==> src/design/ssc_pkg.sv <==
// Shared types and constants for the sun sensor calibration unit.
package ssc_pkg;

    localparam int unsigned COEF_SLOTS = 6;
    localparam int unsigned SAMPLE_W   = 16;
    localparam int unsigned MAXV_W     = 15;
    localparam int unsigned TERM_W     = 3;
    localparam int unsigned COEF_W     = 18;
    localparam int unsigned X_W        = 16;
    localparam int unsigned T_W        = 18;
    localparam int unsigned ACC_W      = 40;
    localparam int unsigned OUT_W      = 21;
    localparam int unsigned ADDR_W     = 5;
    localparam int unsigned DATA_W     = 32;

    localparam logic signed [T_W-1:0]   T_ONE    = 18'sd65536;
    localparam logic signed [T_W-1:0]   T_NEG    = -18'sd65536;
    localparam logic signed [OUT_W-1:0] OUT_MAXV = 21'sd1048575;
    localparam logic signed [OUT_W-1:0] OUT_MINV = -21'sd1048576;

    // register index (paddr[4:2])
    typedef enum logic [2:0] {
        REG_MAX_VALUE  = 3'd0,
        REG_TERM_COUNT = 3'd1,
        REG_COEF_0     = 3'd2,
        REG_COEF_1     = 3'd3,
        REG_COEF_2     = 3'd4,
        REG_COEF_3     = 3'd5,
        REG_COEF_4     = 3'd6,
        REG_COEF_5     = 3'd7
    } t_reg_idx;

    typedef struct packed {
        logic [MAXV_W-1:0]                   max_value;
        logic [TERM_W-1:0]                   term_count;
        logic [COEF_SLOTS-1:0][COEF_W-1:0]   coef;
    } t_cfg;

    // classified item held in the queue
    typedef struct packed {
        logic [MAXV_W-1:0] sample;
        logic              ok;
        logic              fe;
    } t_qent;

endpackage

==> src/design/ssc_if.sv <==
// Valid/ready channel interfaces for samples and results.
interface ssc_in_if;
    logic                     valid;
    logic                     ready;
    logic signed [15:0]       raw_sample;
    logic                     frame_end;

    modport source (output valid, output raw_sample, output frame_end, input ready);
    modport sink   (input valid, input raw_sample, input frame_end, output ready);
endinterface


==> src/design/ssc_front.sv <==
// Front end: range check of each sample and a two-entry queue to the back end.
module ssc_front
    import ssc_pkg::*;
(
    input  logic              i_clk,
    input  logic              i_rst_n,
    ssc_in_if.sink            i_in,
    input  logic [MAXV_W-1:0] i_max_value,
    input  logic              i_pop,
    output logic              o_head_valid,
    output t_qent             o_head
);

    t_qent      r_ent [2];
    logic       r_wp;
    logic       r_rp;
    logic [1:0] r_cnt;
    logic       w_push;
    logic       w_pop;
    t_qent      w_new;

    // in range when non-negative and below full scale (zero full scale: never)
    always_comb begin
        w_new.sample = i_in.raw_sample[MAXV_W-1:0];
        w_new.fe     = i_in.frame_end;
        w_new.ok     = !i_in.raw_sample[SAMPLE_W-1] &&
                       (i_in.raw_sample[MAXV_W-1:0] < i_max_value);
    end

    assign i_in.ready   = (r_cnt != 2'd2);
    assign w_push       = i_in.valid && i_in.ready;
    assign o_head_valid = (r_cnt != 2'd0);
    assign o_head       = r_ent[r_rp];
    assign w_pop        = o_head_valid && i_pop;

    // queue pointers
    always_ff @(posedge i_clk) begin
        if (!i_rst_n) begin
            r_wp  <= 1'b0;
            r_rp  <= 1'b0;
            r_cnt <= 2'd0;
        end else begin
            if (w_push) r_wp <= !r_wp;
            if (w_pop)  r_rp <= !r_rp;
            r_cnt <= r_cnt + {1'b0, w_push} - {1'b0, w_pop};
        end
    end

    // queue storage
    always_ff @(posedge i_clk) begin
        if (w_push) r_ent[r_wp] <= w_new;
    end

endmodule

==> src/flat_wrapper.sv <==
// flat-port wrapper written by rule: the top's interface ports become plain ports
module ssc_front_flat import ssc_pkg::*;
  (i_clk, i_rst_n, i_max_value, i_pop, o_head_valid, o_head, i_in_valid, i_in_raw_sample, i_in_frame_end, i_in_ready);
  ssc_in_if i_in_i ();
  input  logic i_clk;
  input  logic i_rst_n;
  input  logic [MAXV_W-1:0] i_max_value;
  input  logic i_pop;
  output logic o_head_valid;
  output t_qent o_head;
  input wire logic [$bits(i_in_i.valid)-1:0] i_in_valid;
  input wire logic [$bits(i_in_i.raw_sample)-1:0] i_in_raw_sample;
  input wire logic [$bits(i_in_i.frame_end)-1:0] i_in_frame_end;
  output wire logic [$bits(i_in_i.ready)-1:0] i_in_ready;
  assign i_in_i.valid = i_in_valid;
  assign i_in_i.raw_sample = i_in_raw_sample;
  assign i_in_i.frame_end = i_in_frame_end;
  assign i_in_ready = i_in_i.ready;
  ssc_front u_core (.i_clk(i_clk), .i_rst_n(i_rst_n), .i_in(i_in_i), .i_max_value(i_max_value), .i_pop(i_pop), .o_head_valid(o_head_valid), .o_head(o_head));
endmodule
==> config.mk <==
export PLATFORM = sky130hd
export DESIGN_NAME = ssc_front_flat
export DESIGN_NICKNAME = d
export VERILOG_FILES = /design/src/design/ssc_pkg.sv /design/src/design/ssc_if.sv /design/src/design/ssc_front.sv /design/src/flat_wrapper.sv
export SDC_FILE = /design/constraint.sdc
export NUM_CORES = 1
export LEC_CHECK = 0
export BUFFER_PORTS_ARGS = -buffer_cell sky130_fd_sc_hd__buf_2
export CAP_MARGIN = 0
export CELL_PAD_IN_SITES_DETAIL_PLACEMENT = 1
export CELL_PAD_IN_SITES_GLOBAL_PLACEMENT = 2
export CORE_MARGIN = 2
export CORE_UTILIZATION = 30
export DETAILED_ROUTE_END_ITERATION = 10
export PLACE_DENSITY = 0.71
export SLEW_MARGIN = 25
export SYNTH_ARGS = -nofsm -noshare
export SYNTH_HDL_FRONTEND = slang
export SYNTH_SLANG_ARGS = --single-unit
==> constraint.sdc <==
create_clock -name i_clk -period 1.56 [get_ports i_clk]
set_input_delay 0 -clock i_clk [delete_from_list [all_inputs] [get_ports i_clk]]
set_output_delay 0 -clock i_clk [all_outputs]
set_load 0.1 [all_outputs]
==> results.md <==
* Max_cap viols at 0
* Pre-Repair DR Iteration Count at 2
* Dpl ws at -0.0833 ns
* Setup tns final at -0.0891 ns
* H-tree Lvls at 2
* Vias in the first global route at 1309
* First-pass GRT wire length at between 5 and 6 mm
* Row Count at 28
* Largest fanout on the critical path at 2
* Max Clock Skew at 0.00657 ns
* Clk buf depth at 2
* Worst EP required at 1.73 ns
* DR WL/cell at 13.5 um
* Netlist cell types at 28
* Clock Sinks at 39
* Vias per cell at 4.43
* Drt total wl at roughly 3.9 mm
* Share of cells above drive strength 1 at 44.5%
* WHS at roughly 0.10 ns
* Syn Area/Cell at 14.4 um^2
* Largest net degree at the start of global routing at 18
* Final setup viols at 1
* Ys Warns at 0
* Post-CTS setup buffers at 0
* Failing checks: setup timing
* Post-route cell area at 2700 um^2
* Synthesized flop and latch total at 39
* Root Buffer: clkbuf_8
* CP Launch Type: register
* IO Pins at 55
* Fmax at 606 MHz
* IO Port Bufs at 54
* Peak VDD IR at between 0.001 and 0.0015 V
* Vias at 1266
* Post-synthesis instance area at 1830 um^2
* Worst rel slew slack at roughly two thirds
* Global Route Usage Sum at 12.0%
* Final period demand of the worst path at 1.65 ns
* Post-DP Area at 2400 um^2
* Status: finished with violations
* Arr. time, crit path at 1.82 ns
* Die height at just over 80 um
* Initial DRC Count at 32
* CTS Buf Count at 5
* Grt ovf at 0
* Most frequent cells in the layout: 47 x buf_2, 34 x edfxtp_1, 17 x inv_1, 17 x dlygate4sd3_1, 12 x ha_1
* Crit path kind: reg -> reg
* Slew Viols, Final at 0
* P per Cell Area at approximately 1700 nW/um^2
* CP Capture Type: register
* Most common cell after layout, fill and taps aside: buf_2
* Final nets at 262
* Mapped Cells at 127
* Initial antenna violation count at 0
* Reg clk slew, reported paths at 0.07 ns
* Final core utilization at 45.5%
* DRC at 0
* Post-synth net total at 179
* Final Worst Setup Slack at -0.0891 ns
* Die footprint at about 6800 um^2
* Die W at between 80 and 90 um
* Final ANT Viol Nets at 0
* Final hold viol count at 0
* RSZ-0062 raised after global routing: yes
* Core ar. at about 5900 um^2
* Fin crit share at 106%
* Worst min path class: in -> reg
* FILL cells at 631
* Antenna diodes at 0
* TritonCTS clock tree: yes
* Sequential-to-total area share from yosys stat at 61.2%
* Layout area overhead at 47.1%
* Later-pin clock latency in the skew report at 0.28 ns
* Routability cong. at 0.671
* Slew @ Worst Pin at 0.489 ns
* Pleak at 1.15 nW
* Post-DP HPWL at 2.93 mm
* Initial Util at 31.0%
[cell usage after synthesis, drive strengths merged]
cell	instances	share of area, %
nand3	1	0.27
inv	18	3.7
dfxtp	5	5.5
a31oi	1	0.34
xnor2	4	2.3
and4	1	0.61
nand2	3	0.61
or2	1	0.34
ha	16	11
o221ai	1	0.48
a21o	3	1.2
buf	2	0.89
and3	1	0.34
nand2b	2	0.68
o21ai	1	0.27
nor2b	2	0.68
a21oi	5	1.4
mux2	17	10
and2	4	1.5
a211oi	1	0.68
o21a	1	0.41
nor2	2	0.41
nand4	1	0.34
edfxtp	34	56
[metrics by stage]
stage | instances | power [mW]
floorplan | 127 | 3.38
global placement | 261 | 4.01
CTS | 286 | 4.74
global route | 286 | 4.91
detailed placement | 261 | 4.06
finish | 286 | 4.69
[critical path, cell delays in order, from the launching register on]
cell and delay, ns:
dfxtp_2 0.32, or2_4 0.24, and2_4 0.15, ha_4 0.26
inv_2 0.03, ha_4 0.15, xnor2_2 0.12, xnor2_1 0.13
and2_1 0.14
[kinds of logic (layout without fill, tap and decap cells)]
family / after synthesis / count (layout) / share of synthesized area (%)
AO/OA/AOI/OAI: 13 / 13 / 4.78
XOR/XNOR: 4 / 4 / 2.32
adder cells (fa/ha/maj): 16 / 16 / 10.9
buffers and inverters: 20 / 104 / 4.57
flip-flops: 39 / 39 / 61.2
multiplexers: 17 / 17 / 10.4
AND/OR/NAND/NOR: 18 / 18 / 5.80
[worst paths after layout]
path / start / end / slack (ns) / cells past startpoint
max: u_core.r_cnt[1] / u_core.r_cnt[1] / -0.09 / 8
min: i_in_raw_sample[15] / u_core.r_ent[0][1] / 0.10 / 4
max reg2reg: u_core.r_cnt[1] / u_core.r_cnt[1] / -0.09 / 8
min reg2reg: u_core.r_rp / register / 0.56 / 2
[area by class of cell]
cell class	instances	area [um^2]	share of cell area (%)
clock buffers	7	76.3	2.83
repair buffers	78	611	22.6
inverters	18	67.6	2.51
well taps	75	93.8	3.48
clock inverters	1	5.00	0.186
flip-flops and latches	39	1120	41.6
multi-input cells	68	721	26.7
[routing by layer]
layer / global-route usage, % / part of all wire [%] / vias up
li1: - / - / 619
met5: 0 / 0 / -
met3: 4.24 / 6.2 / 6
met1: 14.0 / 43 / 607
met4: 3.83 / 0.98 / 0
met2: 20.6 / 50 / 34
[state kept, by name, summed over array words and instances, names as in the netlist, named ones only]
signal,flops
u_core.r_ent,34
u_core.r_wp,1
u_core.r_cnt,2
u_core.r_rp,1
[timing repair]
item,in CTS,in global routing
setup endpoints to repair,1,3
hold buffers,17,0
gates resized for setup,0,7
endpoints found under the hold margin,37,0
pin swaps,0,4
[power by group]
| part | leakage [nW] | switching (mW) | total (mW) | internal, mW |
|---|---|---|---|---|
| logic | 0.744 | 1.84 | 2.65 | 0.811 |
| clock network | 0.0422 | 0.314 | 0.627 | 0.313 |
| registers | 0.359 | 0.0637 | 1.41 | 1.35 |
(Power assumes the default switching activity.)
