$ cat config.mk
export PLATFORM = sky130hd
export DESIGN_NAME = ssc_cfg
export DESIGN_NICKNAME = d
export VERILOG_FILES = /design/src/design/ssc_pkg.sv /design/src/design/ssc_cfg.sv
export SDC_FILE = /design/constraint.sdc
export NUM_CORES = 1
export LEC_CHECK = 0
export BUFFER_PORTS_ARGS = -buffer_cell sky130_fd_sc_hd__buf_2
export CORE_UTILIZATION = 51
export CTS_CLUSTER_DIAMETER = 60
export DETAILED_ROUTE_END_ITERATION = 16
export PLACE_DENSITY = 0.81
export REMOVE_ABC_BUFFERS = 1
export SYNTH_ARGS = -nofsm -noshare
export SYNTH_HDL_FRONTEND = slang
export SYNTH_SLANG_ARGS = --single-unit
$ cat constraint.sdc
create_clock -name i_clk -period 1.7 [get_ports i_clk]
set_input_delay 0.17 -clock i_clk [delete_from_list [all_inputs] [get_ports i_clk]]
set_output_delay 0.17 -clock i_clk [all_outputs]
set_load 0.02 [all_outputs]
$ cat src/design/ssc_pkg.sv
// Shared types and constants for the sun sensor calibration unit.
package ssc_pkg;

    localparam int unsigned COEF_SLOTS = 6;
    localparam int unsigned SAMPLE_W   = 16;
    localparam int unsigned MAXV_W     = 15;
    localparam int unsigned TERM_W     = 3;
    localparam int unsigned COEF_W     = 18;
    localparam int unsigned X_W        = 16;
    localparam int unsigned T_W        = 18;
    localparam int unsigned ACC_W      = 40;
    localparam int unsigned OUT_W      = 21;
    localparam int unsigned ADDR_W     = 5;
    localparam int unsigned DATA_W     = 32;

    localparam logic signed [T_W-1:0]   T_ONE    = 18'sd65536;
    localparam logic signed [T_W-1:0]   T_NEG    = -18'sd65536;
    localparam logic signed [OUT_W-1:0] OUT_MAXV = 21'sd1048575;
    localparam logic signed [OUT_W-1:0] OUT_MINV = -21'sd1048576;

    // register index (paddr[4:2])
    typedef enum logic [2:0] {
        REG_MAX_VALUE  = 3'd0,
        REG_TERM_COUNT = 3'd1,
        REG_COEF_0     = 3'd2,
        REG_COEF_1     = 3'd3,
        REG_COEF_2     = 3'd4,
        REG_COEF_3     = 3'd5,
        REG_COEF_4     = 3'd6,
        REG_COEF_5     = 3'd7
    } t_reg_idx;

    typedef struct packed {
        logic [MAXV_W-1:0]                   max_value;
        logic [TERM_W-1:0]                   term_count;
        logic [COEF_SLOTS-1:0][COEF_W-1:0]   coef;
    } t_cfg;

    // classified item held in the queue
    typedef struct packed {
        logic [MAXV_W-1:0] sample;
        logic              ok;
        logic              fe;
    } t_qent;

endpackage

$ cat src/design/ssc_cfg.sv
// APB register file: full scale, term count and series coefficients.
module ssc_cfg
    import ssc_pkg::*;
(
    input  logic              i_clk,
    input  logic              i_rst_n,
    input  logic              psel,
    input  logic              penable,
    input  logic              pwrite,
    input  logic [ADDR_W-1:0] paddr,
    input  logic [DATA_W-1:0] pwdata,
    output logic [DATA_W-1:0] prdata,
    output logic              pready,
    output t_cfg              o_cfg
);

    t_cfg     r_cfg;
    t_reg_idx w_idx;
    logic     w_wr;

    assign pready = 1'b1;
    assign w_idx  = t_reg_idx'(paddr[ADDR_W-1:2]);
    assign w_wr   = psel && penable && pwrite;
    assign o_cfg  = r_cfg;

    // register writes
    always_ff @(posedge i_clk) begin
        if (!i_rst_n) begin
            r_cfg.max_value  <= 15'd32767;
            r_cfg.term_count <= '0;
            r_cfg.coef       <= '0;
        end else if (w_wr) begin
            unique case (w_idx)
                REG_MAX_VALUE:  r_cfg.max_value  <= pwdata[MAXV_W-1:0];
                REG_TERM_COUNT: r_cfg.term_count <= pwdata[TERM_W-1:0];
                REG_COEF_0:     r_cfg.coef[0]    <= pwdata[COEF_W-1:0];
                REG_COEF_1:     r_cfg.coef[1]    <= pwdata[COEF_W-1:0];
                REG_COEF_2:     r_cfg.coef[2]    <= pwdata[COEF_W-1:0];
                REG_COEF_3:     r_cfg.coef[3]    <= pwdata[COEF_W-1:0];
                REG_COEF_4:     r_cfg.coef[4]    <= pwdata[COEF_W-1:0];
                REG_COEF_5:     r_cfg.coef[5]    <= pwdata[COEF_W-1:0];
                default:        r_cfg            <= r_cfg;
            endcase
        end
    end

    // read mux
    always_comb begin
        prdata = '0;
        unique case (w_idx)
            REG_MAX_VALUE:  prdata = DATA_W'(r_cfg.max_value);
            REG_TERM_COUNT: prdata = DATA_W'(r_cfg.term_count);
            REG_COEF_0:     prdata = DATA_W'(r_cfg.coef[0]);
            REG_COEF_1:     prdata = DATA_W'(r_cfg.coef[1]);
            REG_COEF_2:     prdata = DATA_W'(r_cfg.coef[2]);
            REG_COEF_3:     prdata = DATA_W'(r_cfg.coef[3]);
            REG_COEF_4:     prdata = DATA_W'(r_cfg.coef[4]);
            REG_COEF_5:     prdata = DATA_W'(r_cfg.coef[5]);
            default:        prdata = '0;
        endcase
    end

endmodule

==> impl_metrics.toml, run 1 <==
[floorplan]
die-area_sq_um = 12100
core_sq_um = 11400
rows = 39
die_h_um = 110
die_w_um = 110
start_util = 0.521
ios = 201

[hold_path]
hold_path_depth = 3
hp-class = "input port to flop"

[timing]
fin_crit_ns = 1.77
report.final.hold_viol_count = 0
report.final.slew_viol_count = 0
post-route-period-util = 1.04
relSlewSlack = 0.246
finalSetupTns_ns = -0.0935
rsz0062_at_grt = "yes"
setup_ws_ns = -0.0651
clock_skew_ns = 0
finalSetupViolations = 3
max_slew.worst_pin.slew_ns = 1.13
clock.fmax_mhz = 567

[pwr]
pwr-share-seq = 0.418
p_switching_w = 0.00185
clkPwrFrac = 0.495
switching_share = 0.258
power.total_w = 0.00716
leakage_nw = 3.35
vdd_ir_drop_max_v = 0.000695
combPwrFrac = 0.086
p_int_w = 0.00532
power.density_nw_per_um2 = 912

[setup_path]
reg2regPathDepth = 3
crit_arrival_ns = 1.60
cp.required_ns = 1.53
cp_max_fo = 3
end_kind = "output pin"
crit_path_start_kind = "flop"
critPathKind = "flop to output pin"

[final_layout]
nNetsFinal = 972
stdcell_count = 1086
num-fill-cells = 924
layout_common_cells = "260 x nand2_1, 159 x buf_2, 113 x dfxtp_1, 91 x a21boi_0, 65 x buf_4"
n_antenna_cell = 0
final_common_cell = "nand2_1"
design_area_sq_um = 7860
largest_reg_flops = 126
drive_gt1_frac = 0.333
area_growth_pct = 32.6

[routing]
wl_per_cell_um = 17.8
viasPerCell = 5.66
route.vias.total = 6144
ant_nets = 0
drt_pre_antenna_iters = 5
drt_iter0_markers = 522
drc = 0
routed_wl_mm = 19.3

[grt]
antenna_found_initial = 0
grt_max_degree = 60
grt_pass1_wl_mm = 28.8
track_usage = 0.322
grt_pass1_vias = 5496
grt.overflow.total = 0

[clock_network]
clkTransAtPathRegs_ns = 0.06
cts_made_buffers = 17
hold_buffers = 0
cts.sinks = 126
htreeDepth = 4
root_buffer = "clkbuf_16"
cts_tree = "built"
cts_buffer_depth = 2
clock_latency_ns = 0.42

[place]
place.detailed.hpwl_mm = 13.2
place_inst = 1048
place.gp.congestion = 0.860
place_ws_ns = -0.0874
port_buffers = 169
place_area_sq_um = 7070

[logic_synthesis]
syn_area_sq_um = 5930
syn_inst = 731
seq_area_frac_synth = 0.425
synth_area_per_cell_sq_um = 8.11
ys_seq_elements = 126
synth.distinct_cells = 41
yosysWarnings = 0

[status]
status = "finished with violations"
violations = "setup timing"

[job]
drv_cap = 0
-- worst paths after layout --
check	startpoint	to	slack, ns
max	o_cfg[7]$_SDFFE_PN0P_	prdata[7]	-0.07
min	pwdata[16]	o_cfg[88]$_SDFFE_PN0P_	0.04
max reg2reg	o_cfg[107]$_SDFFE_PN0P_	o_cfg[107]$_SDFFE_PN0P_	0.95
min reg2reg	o_cfg[88]$_SDFFE_PN0P_	o_cfg[88]$_SDFFE_PN0P_	0.47
-- logic make-up after synthesis --
family / synth area share
and+or+nand+nor: 0.233
other: 0.00127
buffers and inverters: 0.0707
muxes: 0.0536
AOI/OAI and AO/OA: 0.216
DFF: 0.425
-- power by group through the flow --
stage               combinational (W)  sequential, W  clock, W
floorplan                    0.000220        0.00309         0
global placement             0.000575        0.00306         0
detailed placement           0.000578        0.00306         0
CTS                          0.000593        0.00300   0.00357
global route                 0.000654        0.00300   0.00369
finish                       0.000619        0.00300   0.00355
-- cell usage after synthesis --
cell       number  share of area
nor3_2          1         0.0017
o2bb2ai_1       7          0.010
a222oi_1        2         0.0034
nand2b_1        5         0.0053
clkbuf_1       21          0.013
and2_1          2         0.0021
a221oi_1        7          0.010
inv_1           5         0.0032
a22o_1          5         0.0074
or2_1           1         0.0011
clkinv_1        1        0.00063
a22oi_1         6         0.0076
o22ai_1         6         0.0063
a21oi_1         8         0.0068
a21boi_1       18          0.023
mux4_2          2         0.0076
or3_1           2         0.0021
buf_2          17          0.014
a31oi_1         3         0.0032
o21ai_0        11         0.0093
nand3_1        20          0.017
nand4b_4        1         0.0040
conb_1          2         0.0013
or2_2           4         0.0042
dfxtp_1       126           0.43
a21boi_0       91           0.12
nor2_1         16          0.010
nor2_4          1         0.0019
nor3_4          1         0.0027
mux2_2          2         0.0038
nor3_1          1        0.00084
nor2b_1         6         0.0063
nand2_1       262           0.17
buf_6           5         0.0095
buf_1           1        0.00063
nand4_4         1         0.0036
o221ai_1        1         0.0015
o22a_1          8          0.012
mux2i_1        25          0.042
buf_4          23          0.029
nor2_2          4         0.0042
-- metal layers --
layer	GRT usage	vias to the layer above	routed length [um]
met5	0	-	0
met4	0.135	0	412
met3	0.0658	39	1580
met2	0.539	350	9370
met1	0.401	2925	7990
li1	-	2830	-
-- what timing repair did --
action / in CTS / in global routing
buffers inserted: 4 / 2
endpoints found under the setup margin: 12 / 16
gates resized for setup: 17 / 34
gates cloned: 0 / 0
pin swaps: 3 / 3
-- worst max-delay path, stage by stage, from the launching register on --
cell and delay [ns]:
dfxtp_1 0.32, nand2b_1 0.15, a22o_1 0.19, a222oi_1 0.29, nor2_1 0.07, buf_2 0.16
-- per-stage QoR --
| step | hold WS [ns] | util |
|---|---|---|
| floorplan | 0.242 | - |
| global placement | 0.455 | 0.622 |
| detailed placement | 0.462 | 0.622 |
| CTS | 0.0297 | 0.681 |
| global route | 0.0433 | 0.691 |
| finish | 0.0422 | 0.691 |
-- final cells by class --
class	count	area, sq um	share of cell area
multi-input cells	545	3120	0.397
well taps	143	179	0.0228
flip-flops and latches	126	2540	0.323
inverters	6	26.3	0.00334
repair buffers	234	1410	0.180
clock buffers	19	453	0.0576
clock inverters	13	130	0.0166
(Power assumes the default switching activity.)
==> run 2, diff against run 1 <==
- CORE_UTILIZATION: 51 -> 40
- PLACE_DENSITY: 0.81 -> 0.66
==> run 2 against run 1 <==
  * The flow still finishes with violations (setup timing)
  * Combinational power grew 3%
  * Setup slack worse by 0.037 ns
  * Count of clock-buffer cells in the layout is 1 higher
  * Power up 5.2%
  * Largest cell class unchanged
  * Largest power group unchanged
==> impl_metrics.toml, run 2 (synthesis gave the netlist of run 1 again) <==
[setup_path]
end_kind = "output pin"
r2r_slack_ns = 0.96
cp.required_ns = 1.53
crit_path_start_kind = "flop"
critPathKind = "flop to output pin"
reg2regPathDepth = 2
cp_max_fo = 2
r2r_end = "o_cfg[109]$_SDFFE_PN0P_"
crit_arrival_ns = 1.63
r2r-start = "o_cfg[109]$_SDFFE_PN0P_"

[hold_path]
min_to = "o_cfg[87]$_SDFFE_PN0P_"
hold_start = "pwdata[15]"
hp-class = "input port to flop"
hold_path_depth = 3

[final_layout]
layout_common_cells = "261 x nand2_1, 164 x buf_2, 109 x dfxtp_1, 91 x a21boi_0, 58 x buf_4"
n_antenna_cell = 0
final_common_cell = "nand2_1"
area_growth_pct = 35.3
design_area_sq_um = 8020
nNetsFinal = 973
drive_gt1_frac = 0.336
largest_reg_flops = 126

[pwr]
power.total_w = 0.00754
vdd_ir_drop_max_v = 0.000668
power.density_nw_per_um2 = 939
leakage_nw = 3.42

[status]
status = "finished with violations"
violations = "setup timing"

[floorplan]
start_util = 0.409
die_w_um = 124
core_sq_um = 14500
die-area_sq_um = 15300
rows = 44
die_h_um = 124
ios = 201

[clock_network]
clkTransAtPathRegs_ns = 0.06
clock_latency_ns = 0.42
cts.sinks = 126
cts_buffer_depth = 2
cts_tree = "built"
root_buffer = "clkbuf_16"
cts_made_buffers = 17
htreeDepth = 4
hold_buffers = 0

[routing]
route.vias.total = 5924
drt_pre_antenna_iters = 6
ant_nets = 0
drt_iter0_markers = 554
viasPerCell = 5.25
drc = 0
routed_wl_mm = 20.8
wl_per_cell_um = 18.4

[place]
place_ws_ns = 0.00336
place_area_sq_um = 7170
place.detailed.hpwl_mm = 13.7
place.gp.congestion = 0.872
port_buffers = 169

[timing]
report.final.slew_viol_count = 0
report.final.hold_viol_count = 0
finalSetupViolations = 2
max_slew.worst_pin.slew_ns = 0.585
rsz0062_at_grt = "yes"
clock_skew_ns = 0
hold_slack_ns = 0.0419
fin_crit_ns = 1.80
clock.fmax_mhz = 555
relSlewSlack = 0.610
post-route-period-util = 1.06
setup_ws_ns = -0.102

[grt]
grt.overflow.total = 0
antenna_found_initial = 0
grt_pass1_wl_mm = 30.6
grt_pass1_vias = 5463
grt_max_degree = 127
track_usage = 0.275

[job]
drv_cap = 0
run 2: changes by cell type in the layout (fill, tap and decap cells not counted), moves of 2 or more:
cell and delta:
clkinv_4 -3, buf_12 +7, buf_2 +5, clkinvlp_4 -2, buf_6 -4, buf_4 -7, dfxtp_2 +4, inv_6 -5
clkinv_2 +6, dfxtp_1 -4, bufinv_16 +3
run 2: metrics by stage:
stage                util  instances  setup TNS, ns
detailed placement  0.496       1084              0
global placement    0.496       1084        -0.0120
CTS                 0.543       1120         -0.208
finish              0.554       1128         -0.197
global route        0.554       1128         -0.506
floorplan               -        677              0
run 2: worst max-delay path by stage:
stage / end / start / depth (start not counted) / slack, ns
final: prdata[7] / o_cfg[7]$_SDFFE_PN0P_ / 5 / -0.10
after global routing: prdata[4] / o_cfg[4]$_SDFFE_PN0P_ / 5 / -0.20
after CTS: prdata[4] / o_cfg[4]$_SDFFE_PN0P_ / 5 / -0.12
after detailed placement: prdata[9] / paddr[3] / 7 / 0.003
after global placement: prdata[9] / paddr[3] / 7 / -0.01
after floorplan: prdata[14] / paddr[4] / 4 / 0.25
run 2: area by class of cell:
class | instances | area, sq um
multi-input cells | 545 | 3110
fillers | 1343 | 6460
inverters | 6 | 26.3
repair buffers | 235 | 1480
well taps | 184 | 230
flip-flops and latches | 126 | 2540
clock inverters | 12 | 165
clock buffers | 20 | 467
run 2: worst max-delay path: stages, from the launching register on:
cell and delay (ns):
dfxtp_2 0.32, nand2b_4 0.12, a22o_1 0.17, a222oi_1 0.35, nor2_1 0.09, buf_4 0.16
run 2: power breakdown:
| part | switching, W | total, W | internal, W |
|---|---|---|---|
| combinational | 0.000398 | 0.000635 | 0.000237 |
| clock | 0.00135 | 0.00390 | 0.00255 |
| sequential | 0.0000202 | 0.00300 | 0.00298 |
| total | 0.00177 | 0.00754 | 0.00577 |
run 2: routing by layer:
layer	track usage	wire length, um
met1	0.358	9190
met5	0	0
met3	0.0577	1450
met2	0.445	9630
met4	0.106	480
run 2: timing repair:
item,in CTS,in global routing
gates cloned,0,0
setup endpoints to repair,7,12
buffers inserted,4,8
resized for setup,13,32
pin swaps,1,9
